File: src/rtl/xld_pkg.sv
// xld_pkg: types, codes and default sizes for the xor-linked deque
// no dependencies; compile first

package xld_pkg;

   localparam int XLD_POOL_DEPTH  = 16;
   localparam int XLD_VALUE_WIDTH = 32;

   localparam int REQ_VALUE_WIDTH = 32;
   localparam int RSP_VALUE_WIDTH = 32;
   localparam int RSP_COUNT_WIDTH = 5;

   typedef enum logic {
      OP_PUSH = 1'b0,
      OP_POP  = 1'b1
   } op_type;

   typedef enum logic [1:0] {
      ST_OK    = 2'd0,
      ST_EMPTY = 2'd1,
      ST_FULL  = 2'd2
   } status_type;

endpackage

File: src/rtl/xld_if.sv
// xld_req_if, xld_rsp_if: valid/ready channels of the xor-linked deque
// depends on xld_pkg

interface xld_req_if import xld_pkg::*; ();
   logic                       valid;
   logic                       ready;
   logic                       operation;
   logic                       at_tail_end;
   logic [REQ_VALUE_WIDTH-1:0] push_value;

   modport source (output valid, output operation, output at_tail_end, output push_value,
                   input ready);
   modport sink   (input valid, input operation, input at_tail_end, input push_value,
                   output ready);
endinterface

interface xld_rsp_if import xld_pkg::*; ();
   logic                       valid;
   logic                       ready;
   logic [RSP_VALUE_WIDTH-1:0] popped_value;
   logic [1:0]                 status;
   logic [RSP_COUNT_WIDTH-1:0] entry_count;

   modport source (output valid, output popped_value, output status, output entry_count,
                   input ready);
   modport sink   (input valid, input popped_value, input status, input entry_count,
                   output ready);
endinterface

File: src/rtl/xld_node_ram.sv
// xld_node_ram: node pool storage (value and link) for interior list nodes
// one write port, two registered read ports with write bypass; uses xld_pkg

module xld_node_ram import xld_pkg::*; #(
   parameter int POOL_DEPTH  = XLD_POOL_DEPTH,
   parameter int VALUE_WIDTH = XLD_VALUE_WIDTH
) (
   input  logic                             clock,
   input  logic                             wr_en,
   input  logic [$clog2(POOL_DEPTH+1)-1:0]  wr_addr,
   input  logic [VALUE_WIDTH-1:0]           wr_val,
   input  logic [$clog2(POOL_DEPTH+1)-1:0]  wr_link,
   input  logic [$clog2(POOL_DEPTH+1)-1:0]  rd_a_addr,
   output logic [VALUE_WIDTH-1:0]           rd_a_val,
   output logic [$clog2(POOL_DEPTH+1)-1:0]  rd_a_link,
   input  logic [$clog2(POOL_DEPTH+1)-1:0]  rd_b_addr,
   output logic [VALUE_WIDTH-1:0]           rd_b_val,
   output logic [$clog2(POOL_DEPTH+1)-1:0]  rd_b_link
);

   localparam int AW = $clog2(POOL_DEPTH+1);
   localparam int WW = VALUE_WIDTH + AW;

   logic [WW-1:0] node_mem [POOL_DEPTH+1];
   logic [WW-1:0] wr_word;
   logic [WW-1:0] rd_a_ff;
   logic [WW-1:0] rd_b_ff;

   assign wr_word = {wr_val, wr_link};

   always_ff @(posedge clock) begin
      if (wr_en) begin
         node_mem[wr_addr] <= wr_word;
      end
      rd_a_ff <= (wr_en && wr_addr == rd_a_addr) ? wr_word : node_mem[rd_a_addr];
      rd_b_ff <= (wr_en && wr_addr == rd_b_addr) ? wr_word : node_mem[rd_b_addr];
   end

   assign rd_a_val  = rd_a_ff[WW-1:AW];
   assign rd_a_link = rd_a_ff[AW-1:0];
   assign rd_b_val  = rd_b_ff[WW-1:AW];
   assign rd_b_link = rd_b_ff[AW-1:0];

endmodule

File: src/rtl/xld_free_pool.sv
// xld_free_pool: node address allocator, a stack of released addresses
// over a counter of never used ones; uses xld_pkg

module xld_free_pool import xld_pkg::*; #(
   parameter int POOL_DEPTH = XLD_POOL_DEPTH
) (
   input  logic                             clock,
   input  logic                             reset,
   input  logic                             alloc,
   input  logic                             release_en,
   input  logic [$clog2(POOL_DEPTH+1)-1:0]  release_addr,
   output logic [$clog2(POOL_DEPTH+1)-1:0]  alloc_addr
);

   localparam int AW = $clog2(POOL_DEPTH+1);
   localparam int CW = $clog2(POOL_DEPTH+1);
   localparam int SW = $clog2(POOL_DEPTH);
   localparam int FW = $clog2(POOL_DEPTH+2);

   logic [AW-1:0] stack_mem [POOL_DEPTH];
   logic [CW-1:0] freed_ff;
   logic [CW-1:0] freed_in;
   logic [FW-1:0] fresh_ff;
   logic [FW-1:0] fresh_in;
   logic [AW-1:0] top_ff;
   logic [CW-1:0] rd_pos;
   logic [SW-1:0] rd_idx;
   logic [SW-1:0] wr_idx;

   always_comb begin
      freed_in = freed_ff;
      fresh_in = fresh_ff;
      if (release_en) begin
         freed_in = freed_ff + CW'(1);
      end else if (alloc) begin
         if (freed_ff != '0) begin
            freed_in = freed_ff - CW'(1);
         end else begin
            fresh_in = fresh_ff + FW'(1);
         end
      end
   end

   assign rd_pos     = freed_in - CW'(1);
   assign rd_idx     = rd_pos[SW-1:0];
   assign wr_idx     = freed_ff[SW-1:0];
   assign alloc_addr = (freed_ff != '0) ? top_ff : fresh_ff[AW-1:0];

   always_ff @(posedge clock) begin
      if (reset) begin
         freed_ff <= '0;
         fresh_ff <= FW'(1);
      end else begin
         freed_ff <= freed_in;
         fresh_ff <= fresh_in;
      end
   end

   // top of stack prefetch
   always_ff @(posedge clock) begin
      if (release_en) begin
         stack_mem[wr_idx] <= release_addr;
      end
      top_ff <= (release_en && wr_idx == rd_idx) ? release_addr : stack_mem[rd_idx];
   end

endmodule

File: src/rtl/xor_linked_deque.sv
// xor_linked_deque: double-ended queue kept as an xor-linked list in a node pool
// depends on xld_pkg, xld_if, xld_node_ram, xld_free_pool
//
//   channel   dir   transaction
//   req_bus   in    operation, at_tail_end, push_value
//   rsp_bus   out   popped_value, status, entry_count (one per req transaction)
//
// one transaction per cycle sustained while rsp is not stalled; req passes through
// the input register, then the result register, to rsp
// head and tail nodes live in registers; the node ram is read ahead at both
// end neighbors so no push or pop waits on a ram read
// synchronous reset, no clearing pass
// a stalled rsp holds the input register, then req ready drops

module xor_linked_deque import xld_pkg::*; #(
   parameter int POOL_DEPTH  = XLD_POOL_DEPTH,
   parameter int VALUE_WIDTH = XLD_VALUE_WIDTH
) (
   input logic       clock,
   input logic       reset,
   xld_req_if.sink   req_bus,
   xld_rsp_if.source rsp_bus
);

   localparam int AW = $clog2(POOL_DEPTH+1);
   localparam int CW = $clog2(POOL_DEPTH+1);
   localparam int VW = VALUE_WIDTH;

   logic                       op_valid_ff, op_valid_in;
   logic                       op_code_ff, op_code_in;
   logic                       op_tail_ff, op_tail_in;
   logic [VW-1:0]              op_val_ff, op_val_in;

   logic [AW-1:0]              head_addr_ff, head_addr_in;
   logic [VW-1:0]              head_val_ff, head_val_in;
   logic [AW-1:0]              head_link_ff, head_link_in;
   logic [AW-1:0]              tail_addr_ff, tail_addr_in;
   logic [VW-1:0]              tail_val_ff, tail_val_in;
   logic [AW-1:0]              tail_link_ff, tail_link_in;
   logic [CW-1:0]              held_ff, held_in;

   logic                       rsp_valid_ff, rsp_valid_in;
   logic [RSP_VALUE_WIDTH-1:0] popped_ff, popped_in;
   status_type                 status_ff, status_in;
   logic [RSP_COUNT_WIDTH-1:0] count_ff, count_in;

   logic                       exec;
   logic                       req_take;
   logic [VW+REQ_VALUE_WIDTH-1:0] push_ext;
   logic [VW-1:0]              pop_val;
   logic [VW+RSP_VALUE_WIDTH-1:0] pop_ext;
   logic [CW+RSP_COUNT_WIDTH-1:0] count_ext;
   logic                       is_empty, is_full, is_one, is_two;

   logic                       alloc, release_en;
   logic [AW-1:0]              release_addr, alloc_addr;
   logic                       wr_en;
   logic [AW-1:0]              wr_addr, wr_link;
   logic [VW-1:0]              wr_val;
   logic [VW-1:0]              hnb_val, tnb_val;
   logic [AW-1:0]              hnb_link, tnb_link;

   assign exec            = op_valid_ff && (!rsp_valid_ff || rsp_bus.ready);
   assign req_bus.ready   = !op_valid_ff || exec;
   assign req_take        = req_bus.valid && req_bus.ready;
   assign push_ext        = {{VW{req_bus.push_value[REQ_VALUE_WIDTH-1]}}, req_bus.push_value};

   assign is_empty = held_ff == '0;
   assign is_full  = held_ff == CW'(POOL_DEPTH);
   assign is_one   = held_ff == CW'(1);
   assign is_two   = held_ff == CW'(2);

   always_comb begin
      op_valid_in = op_valid_ff;
      op_code_in  = op_code_ff;
      op_tail_in  = op_tail_ff;
      op_val_in   = op_val_ff;
      if (req_take) begin
         op_valid_in = 1'b1;
         op_code_in  = req_bus.operation;
         op_tail_in  = req_bus.at_tail_end;
         op_val_in   = push_ext[VW-1:0];
      end else if (exec) begin
         op_valid_in = 1'b0;
      end
   end

   always_comb begin
      head_addr_in = head_addr_ff;
      head_val_in  = head_val_ff;
      head_link_in = head_link_ff;
      tail_addr_in = tail_addr_ff;
      tail_val_in  = tail_val_ff;
      tail_link_in = tail_link_ff;
      held_in      = held_ff;
      status_in    = ST_OK;
      pop_val      = '0;
      alloc        = 1'b0;
      release_en   = 1'b0;
      release_addr = '0;
      wr_en        = 1'b0;
      wr_addr      = '0;
      wr_val       = '0;
      wr_link      = '0;
      if (exec) begin
         if (op_code_ff == OP_PUSH) begin
            if (is_full) begin
               status_in = ST_FULL;
            end else begin
               alloc   = 1'b1;
               held_in = held_ff + CW'(1);
               if (is_empty) begin
                  head_addr_in = alloc_addr;
                  head_val_in  = op_val_ff;
                  head_link_in = '0;
                  tail_addr_in = alloc_addr;
                  tail_val_in  = op_val_ff;
                  tail_link_in = '0;
               end else if (op_tail_ff) begin
                  tail_addr_in = alloc_addr;
                  tail_val_in  = op_val_ff;
                  tail_link_in = tail_addr_ff;
                  if (is_one) begin
                     head_link_in = head_link_ff ^ alloc_addr;
                  end else begin
                     wr_en   = 1'b1;
                     wr_addr = tail_addr_ff;
                     wr_val  = tail_val_ff;
                     wr_link = tail_link_ff ^ alloc_addr;
                  end
               end else begin
                  head_addr_in = alloc_addr;
                  head_val_in  = op_val_ff;
                  head_link_in = head_addr_ff;
                  if (is_one) begin
                     tail_link_in = tail_link_ff ^ alloc_addr;
                  end else begin
                     wr_en   = 1'b1;
                     wr_addr = head_addr_ff;
                     wr_val  = head_val_ff;
                     wr_link = head_link_ff ^ alloc_addr;
                  end
               end
            end
         end else begin
            if (is_empty) begin
               status_in = ST_EMPTY;
            end else begin
               release_en = 1'b1;
               held_in    = held_ff - CW'(1);
               if (is_one) begin
                  pop_val      = op_tail_ff ? tail_val_ff : head_val_ff;
                  release_addr = op_tail_ff ? tail_addr_ff : head_addr_ff;
                  head_addr_in = '0;
                  head_link_in = '0;
                  tail_addr_in = '0;
                  tail_link_in = '0;
               end else if (op_tail_ff) begin
                  pop_val      = tail_val_ff;
                  release_addr = tail_addr_ff;
                  if (is_two) begin
                     tail_addr_in = head_addr_ff;
                     tail_val_in  = head_val_ff;
                     tail_link_in = head_link_ff ^ tail_addr_ff;
                     head_link_in = head_link_ff ^ tail_addr_ff;
                  end else begin
                     tail_addr_in = tail_link_ff;
                     tail_val_in  = tnb_val;
                     tail_link_in = tnb_link ^ tail_addr_ff;
                  end
               end else begin
                  pop_val      = head_val_ff;
                  release_addr = head_addr_ff;
                  if (is_two) begin
                     head_addr_in = tail_addr_ff;
                     head_val_in  = tail_val_ff;
                     head_link_in = tail_link_ff ^ head_addr_ff;
                     tail_link_in = tail_link_ff ^ head_addr_ff;
                  end else begin
                     head_addr_in = head_link_ff;
                     head_val_in  = hnb_val;
                     head_link_in = hnb_link ^ head_addr_ff;
                  end
               end
            end
         end
      end
   end

   assign pop_ext   = {{RSP_VALUE_WIDTH{pop_val[VW-1]}}, pop_val};
   assign count_ext = {{RSP_COUNT_WIDTH{1'b0}}, held_in};

   always_comb begin
      rsp_valid_in = rsp_valid_ff;
      popped_in    = popped_ff;
      count_in     = count_ff;
      if (exec) begin
         rsp_valid_in = 1'b1;
         popped_in    = pop_ext[RSP_VALUE_WIDTH-1:0];
         count_in     = count_ext[RSP_COUNT_WIDTH-1:0];
      end else if (rsp_bus.ready) begin
         rsp_valid_in = 1'b0;
      end
   end

   always_ff @(posedge clock) begin
      if (reset) begin
         op_valid_ff  <= 1'b0;
         rsp_valid_ff <= 1'b0;
         held_ff      <= '0;
         head_addr_ff <= '0;
         head_link_ff <= '0;
         tail_addr_ff <= '0;
         tail_link_ff <= '0;
      end else begin
         op_valid_ff  <= op_valid_in;
         rsp_valid_ff <= rsp_valid_in;
         held_ff      <= held_in;
         head_addr_ff <= head_addr_in;
         head_link_ff <= head_link_in;
         tail_addr_ff <= tail_addr_in;
         tail_link_ff <= tail_link_in;
      end
   end

   always_ff @(posedge clock) begin
      op_code_ff  <= op_code_in;
      op_tail_ff  <= op_tail_in;
      op_val_ff   <= op_val_in;
      head_val_ff <= head_val_in;
      tail_val_ff <= tail_val_in;
      popped_ff   <= popped_in;
      count_ff    <= count_in;
      if (exec) begin
         status_ff <= status_in;
      end
   end

   assign rsp_bus.valid        = rsp_valid_ff;
   assign rsp_bus.popped_value = popped_ff;
   assign rsp_bus.status       = status_ff;
   assign rsp_bus.entry_count  = count_ff;

   xld_node_ram #(
      .POOL_DEPTH  (POOL_DEPTH),
      .VALUE_WIDTH (VALUE_WIDTH)
   ) u_node_ram (
      .clock     (clock),
      .wr_en     (wr_en),
      .wr_addr   (wr_addr),
      .wr_val    (wr_val),
      .wr_link   (wr_link),
      .rd_a_addr (head_link_in),
      .rd_a_val  (hnb_val),
      .rd_a_link (hnb_link),
      .rd_b_addr (tail_link_in),
      .rd_b_val  (tnb_val),
      .rd_b_link (tnb_link)
   );

   xld_free_pool #(
      .POOL_DEPTH (POOL_DEPTH)
   ) u_free_pool (
      .clock        (clock),
      .reset        (reset),
      .alloc        (alloc),
      .release_en   (release_en),
      .release_addr (release_addr),
      .alloc_addr   (alloc_addr)
   );

endmodule

File: src/flat_wrapper.sv
// flat-port wrapper written by rule: the top's interface ports become plain ports
module xor_linked_deque_flat import xld_pkg::*;
#(
   parameter int POOL_DEPTH  = XLD_POOL_DEPTH,
   parameter int VALUE_WIDTH = XLD_VALUE_WIDTH
)
  (clock, reset, req_bus_valid, req_bus_operation, req_bus_at_tail_end, req_bus_push_value, req_bus_ready, rsp_bus_valid, rsp_bus_popped_value, rsp_bus_status, rsp_bus_entry_count, rsp_bus_ready);
  xld_req_if req_bus_i ();
  xld_rsp_if rsp_bus_i ();
  input logic clock;
  input logic reset;
  input wire logic [$bits(req_bus_i.valid)-1:0] req_bus_valid;
  input wire logic [$bits(req_bus_i.operation)-1:0] req_bus_operation;
  input wire logic [$bits(req_bus_i.at_tail_end)-1:0] req_bus_at_tail_end;
  input wire logic [$bits(req_bus_i.push_value)-1:0] req_bus_push_value;
  output wire logic [$bits(req_bus_i.ready)-1:0] req_bus_ready;
  output wire logic [$bits(rsp_bus_i.valid)-1:0] rsp_bus_valid;
  output wire logic [$bits(rsp_bus_i.popped_value)-1:0] rsp_bus_popped_value;
  output wire logic [$bits(rsp_bus_i.status)-1:0] rsp_bus_status;
  output wire logic [$bits(rsp_bus_i.entry_count)-1:0] rsp_bus_entry_count;
  input wire logic [$bits(rsp_bus_i.ready)-1:0] rsp_bus_ready;
  assign req_bus_i.valid = req_bus_valid;
  assign req_bus_i.operation = req_bus_operation;
  assign req_bus_i.at_tail_end = req_bus_at_tail_end;
  assign req_bus_i.push_value = req_bus_push_value;
  assign req_bus_ready = req_bus_i.ready;
  assign rsp_bus_valid = rsp_bus_i.valid;
  assign rsp_bus_popped_value = rsp_bus_i.popped_value;
  assign rsp_bus_status = rsp_bus_i.status;
  assign rsp_bus_entry_count = rsp_bus_i.entry_count;
  assign rsp_bus_i.ready = rsp_bus_ready;
  xor_linked_deque #(.POOL_DEPTH(POOL_DEPTH), .VALUE_WIDTH(VALUE_WIDTH)) u_core (.clock(clock), .reset(reset), .req_bus(req_bus_i), .rsp_bus(rsp_bus_i));
endmodule
File: config.mk
export PLATFORM = sky130hd
export DESIGN_NAME = xor_linked_deque_flat
export DESIGN_NICKNAME = d
export VERILOG_FILES = /design/src/rtl/xld_pkg.sv /design/src/rtl/xld_if.sv /design/src/rtl/xld_node_ram.sv /design/src/rtl/xld_free_pool.sv /design/src/rtl/xor_linked_deque.sv /design/src/flat_wrapper.sv
export SDC_FILE = /design/constraint.sdc
export NUM_CORES = 1
export LEC_CHECK = 0
export BUFFER_PORTS_ARGS = -buffer_cell sky130_fd_sc_hd__buf_4
export CELL_PAD_IN_SITES_DETAIL_PLACEMENT = 0
export CELL_PAD_IN_SITES_GLOBAL_PLACEMENT = 1
export CORE_MARGIN = 1.5
export CORE_UTILIZATION = 35
export DETAILED_ROUTE_END_ITERATION = 10
export MAX_ROUTING_LAYER = met4
export PLACE_DENSITY = 0.57
export SLEW_MARGIN = 20
export SYNTH_ARGS = -nofsm -noshare
export SYNTH_HDL_FRONTEND = slang
export SYNTH_SLANG_ARGS = --single-unit
File: constraint.sdc
create_clock -name clock -period 7.4 [get_ports clock]
set_clock_uncertainty 0.15 [all_clocks]
set_input_delay 1.11 -clock clock [delete_from_list [all_inputs] [get_ports clock]]
set_output_delay 1.11 -clock clock [all_outputs]
set_load 0.005 [all_outputs]
==> metrics.yaml <==
status: "completed"
drtIter0Drc: 2367
power_frac_clock_pct: 42.4
maxSlewHeadroom_pct: 28.0
numCtsBuffers: 101
grt_use_met1_pct: 26.5
busiest_layer: "met2"
yosysMostFrequentCell: "edfxtp_1"
yosysTopAreaCell: "edfxtp_1"
dieHeight_microns: 353
powerDensity_nw_per_um2: 251
die_area_sq_um: 125000
tritoncts: "yes"
grt_pass1_vias: 24800
combPwrFrac_pct: 10.3
multi_input_area_sq_um: 15200
initial_core_util_pct: 35.3
clockRootBuffer: "clkbuf_16"
yosys.area.top_type_share_pct: 59.2
avgSynthCellArea_sq_um: 17.4
synth_edf_count: 846
p_leak_uw: 0.0158
worstSetupEndpointType: "flip-flop"
clkSinkCount: 897
synth_flop_cell: "edfxtp_1"
slowest_stage: "nor2_4"
clockBufferDepth: 3
crit_buf_inv: 2
cts.repair.resized: 0
max_stage_delay_ns: 0.77
switchingPower_uw: 2980
ys_seq_area_share_pct: 61.6
timing.final.crit_period_ns: 4.67
wirelength_microns: 119000
rsz0062_at_grt: "false"
ioPinCount: 79
fin_nets: 2571
num_vias: 24300
hold_viol: 0
ys_seq_elements: 897
final_util_pct: 39.7
die_x_microns: 353
num_rows: 128
wl_per_cell_microns: 28.1
post_cts_buffers: 0
finalCritPeriodShare_pct: 63.2
synth_cell_types: 73
syn_nets: 2515
antenna_left: 0
p_int_uw: 9180
vias_per_cell: 5.74
arrival_ns: 4.82
grt_max_degree: 151
max_slew.worst_pin.slew_ns: 1.08
irDropWorstVdd_mv: 0.163
worstSetupStartpointType: "flip-flop"
synthArstFlopShare_pct: 0
dpl_cell_area_sq_um: 44800
place.port_buffers: 78
syn_to_final_growth_pct: 12.7
fin_tns_setup_ns: 0
setup_viol: 0
cts_hold_buf: 0
p_sw_share_pct: 24.5
hold_class: "flip-flop to flip-flop"
gp_congestion: 0.833
synth_cells: 2465
gr-usage-met2_pct: 30.3
track_usage_pct: 19.5
antenna_found_initial: 1
first_pass_iters: 7
crit_required_ns: 7.55
grt_pass1_wl_microns: 173000
post-route-cell-area_sq_um: 48400
overflow: 0
synthTopCellsByCount: "846 x edfxtp_1, 191 x mux4_2, 171 x nand2_1, 160 x mux4_1, 156 x mux2i_1"
met3_usage_pct: 3.28
ys_warn_count: 0
drive_gt1_share_pct: 21.3
path_cells: "inv_1 -> ha_1 -> nor3b_1 -> nor3_2 -> nand2_2 -> nor2_1 -> nand2_1 -> nor2_4 -> buf_4"
clk_pin_slew_ns: 0.06
max_freq_mhz: 214
design.core.area_sq_um: 122000
p_seq_share_pct: 47.3
hpwl_microns: 68600
maxSlewViolCount: 0
drc: 0
path_class: "flip-flop to flip-flop"
htree_levels: 3
worstPathMaxFanout: 20
path_delay_family: "simple AND/OR/NAND/NOR gates"
clkLatencyLatePin_ns: 0.70
synth_area_leaders: "edfxtp_1 59%, mux4_2 10%, mux4_1 9.8%, mux2i_1 3.6%, dfxtp_1 2.4%"
regArea_sq_um: 26500
syn_area_sq_um: 42900
maxCapViolCount: 0
fillCellCount: 11000
==> cells by family after synthesis <==
kind of cell / synth area share [%]
and+or+nand+nor: 4.98
buffers and inverters: 3.57
xor gates and xnor gates: 0.714
DFF: 61.6
AOI/OAI and AO/OA: 4.90
adders and majority gates: 0.350
muxes: 23.9
==> placed cells by master (no fill, tap or decap), types with 19 or more instances in the layout <==
cell | synthesis | final
nor2_1 | 126 | 104
mux2i_1 | 156 | 156
xnor2_1 | 26 | 26
clkbuf_1 | 45 | 23
mux4_2 | 191 | 191
nor2b_1 | 23 | 21
a21oi_1 | 65 | 61
nand2_1 | 171 | 169
mux4_1 | 160 | 160
dfxtp_1 | 51 | 41
edfxtp_1 | 846 | 846
o31a_1 | 21 | 21
o21ai_0 | 32 | 31
clkbuf_16 | 0 | 101
buf_4 | 13 | 124
o21ai_1 | 127 | 128
a22oi_1 | 19 | 19
==> worst min-delay path, delay by kind of cell (launching register included) <==
kind                      cells  cell delay (ns)
xor gates and xnor gates      1             0.07
DFF                           1             0.35
and+or+nand+nor               1             0.07
==> worst paths after layout <==
kind              slack, ns  cells after the start                                end                            from
hold reg to reg        0.37                      2     u_core.u_free_pool.fresh_ff[4]  u_core.u_free_pool.fresh_ff[4]
setup / recovery       2.73                      9  u_core.u_node_ram.node_mem[7][34]               u_core.held_ff[1]
setup reg to reg       2.73                      9  u_core.u_node_ram.node_mem[7][34]               u_core.held_ff[1]
hold / removal         0.37                      2     u_core.u_free_pool.fresh_ff[4]  u_core.u_free_pool.fresh_ff[4]
==> power by group through the flow <==
| stage | sequential, uW | combinational, uW | clock [uW] |
|---|---|---|---|
| 2_1_floorplan | 5770 | 949 | 0 |
| 3_3_place_gp | 5860 | 1240 | 0 |
| 3_5_place_dp | 5860 | 1240 | 0 |
| 4_1_cts | 5760 | 1250 | 5280 |
| 5_1_grt | 5760 | 1360 | 5460 |
| 6_report | 5750 | 1250 | 5160 |
==> state kept, by name, indices dropped and copies added (netlist names), named ones only <==
register / count
u_core.tail_val_ff: 32
u_core.u_free_pool.freed_ff: 5
u_core.u_node_ram.node_mem: 629
u_core.head_link_ff: 5
u_core.rsp_bus.popped_value: 32
u_core.op_tail_ff: 1
u_core.rsp_bus.valid: 1
u_core.u_free_pool.fresh_ff: 5
u_core.held_ff: 5
u_core.rsp_bus.status: 2
u_core.tail_link_ff: 5
u_core.head_addr_ff: 5
u_core.op_valid_ff: 1
u_core.op_val_ff: 32
u_core.head_val_ff: 32
u_core.op_code_ff: 1
u_core.rsp_bus.entry_count: 5
u_core.tail_addr_ff: 5
u_core.u_free_pool.stack_mem: 80
==> area by class of cell <==
class,instances,share of cell area (%)
inverter,20,0.160
antenna,1,0.00517
clock inverter,63,1.61
clock buffer,127,5.49
multi-input combinational,1365,31.4
tap,1625,4.20
sequential,897,54.7
timing repair buffer,136,2.46
==> metrics by stage <==
stage	hold slack, ns	total power, uW	std cells	worst slack [ns]
detailed placement	0.359	7110	4039	2.43
floorplan	0.329	6720	2465	2.24
CTS	0.367	12300	4229	2.62
global placement	0.356	7100	4037	1.94
finish	0.375	12200	4234	2.73
global route	0.386	12600	4233	2.55
==> layer usage <==
layer	wire (microns)	vias to the layer above
met2	56800	877
met5	0	-
met3	7230	151
met4	2430	0
met1	52600	12900
li1	-	10300
Power figures use the tool's default switching activity.
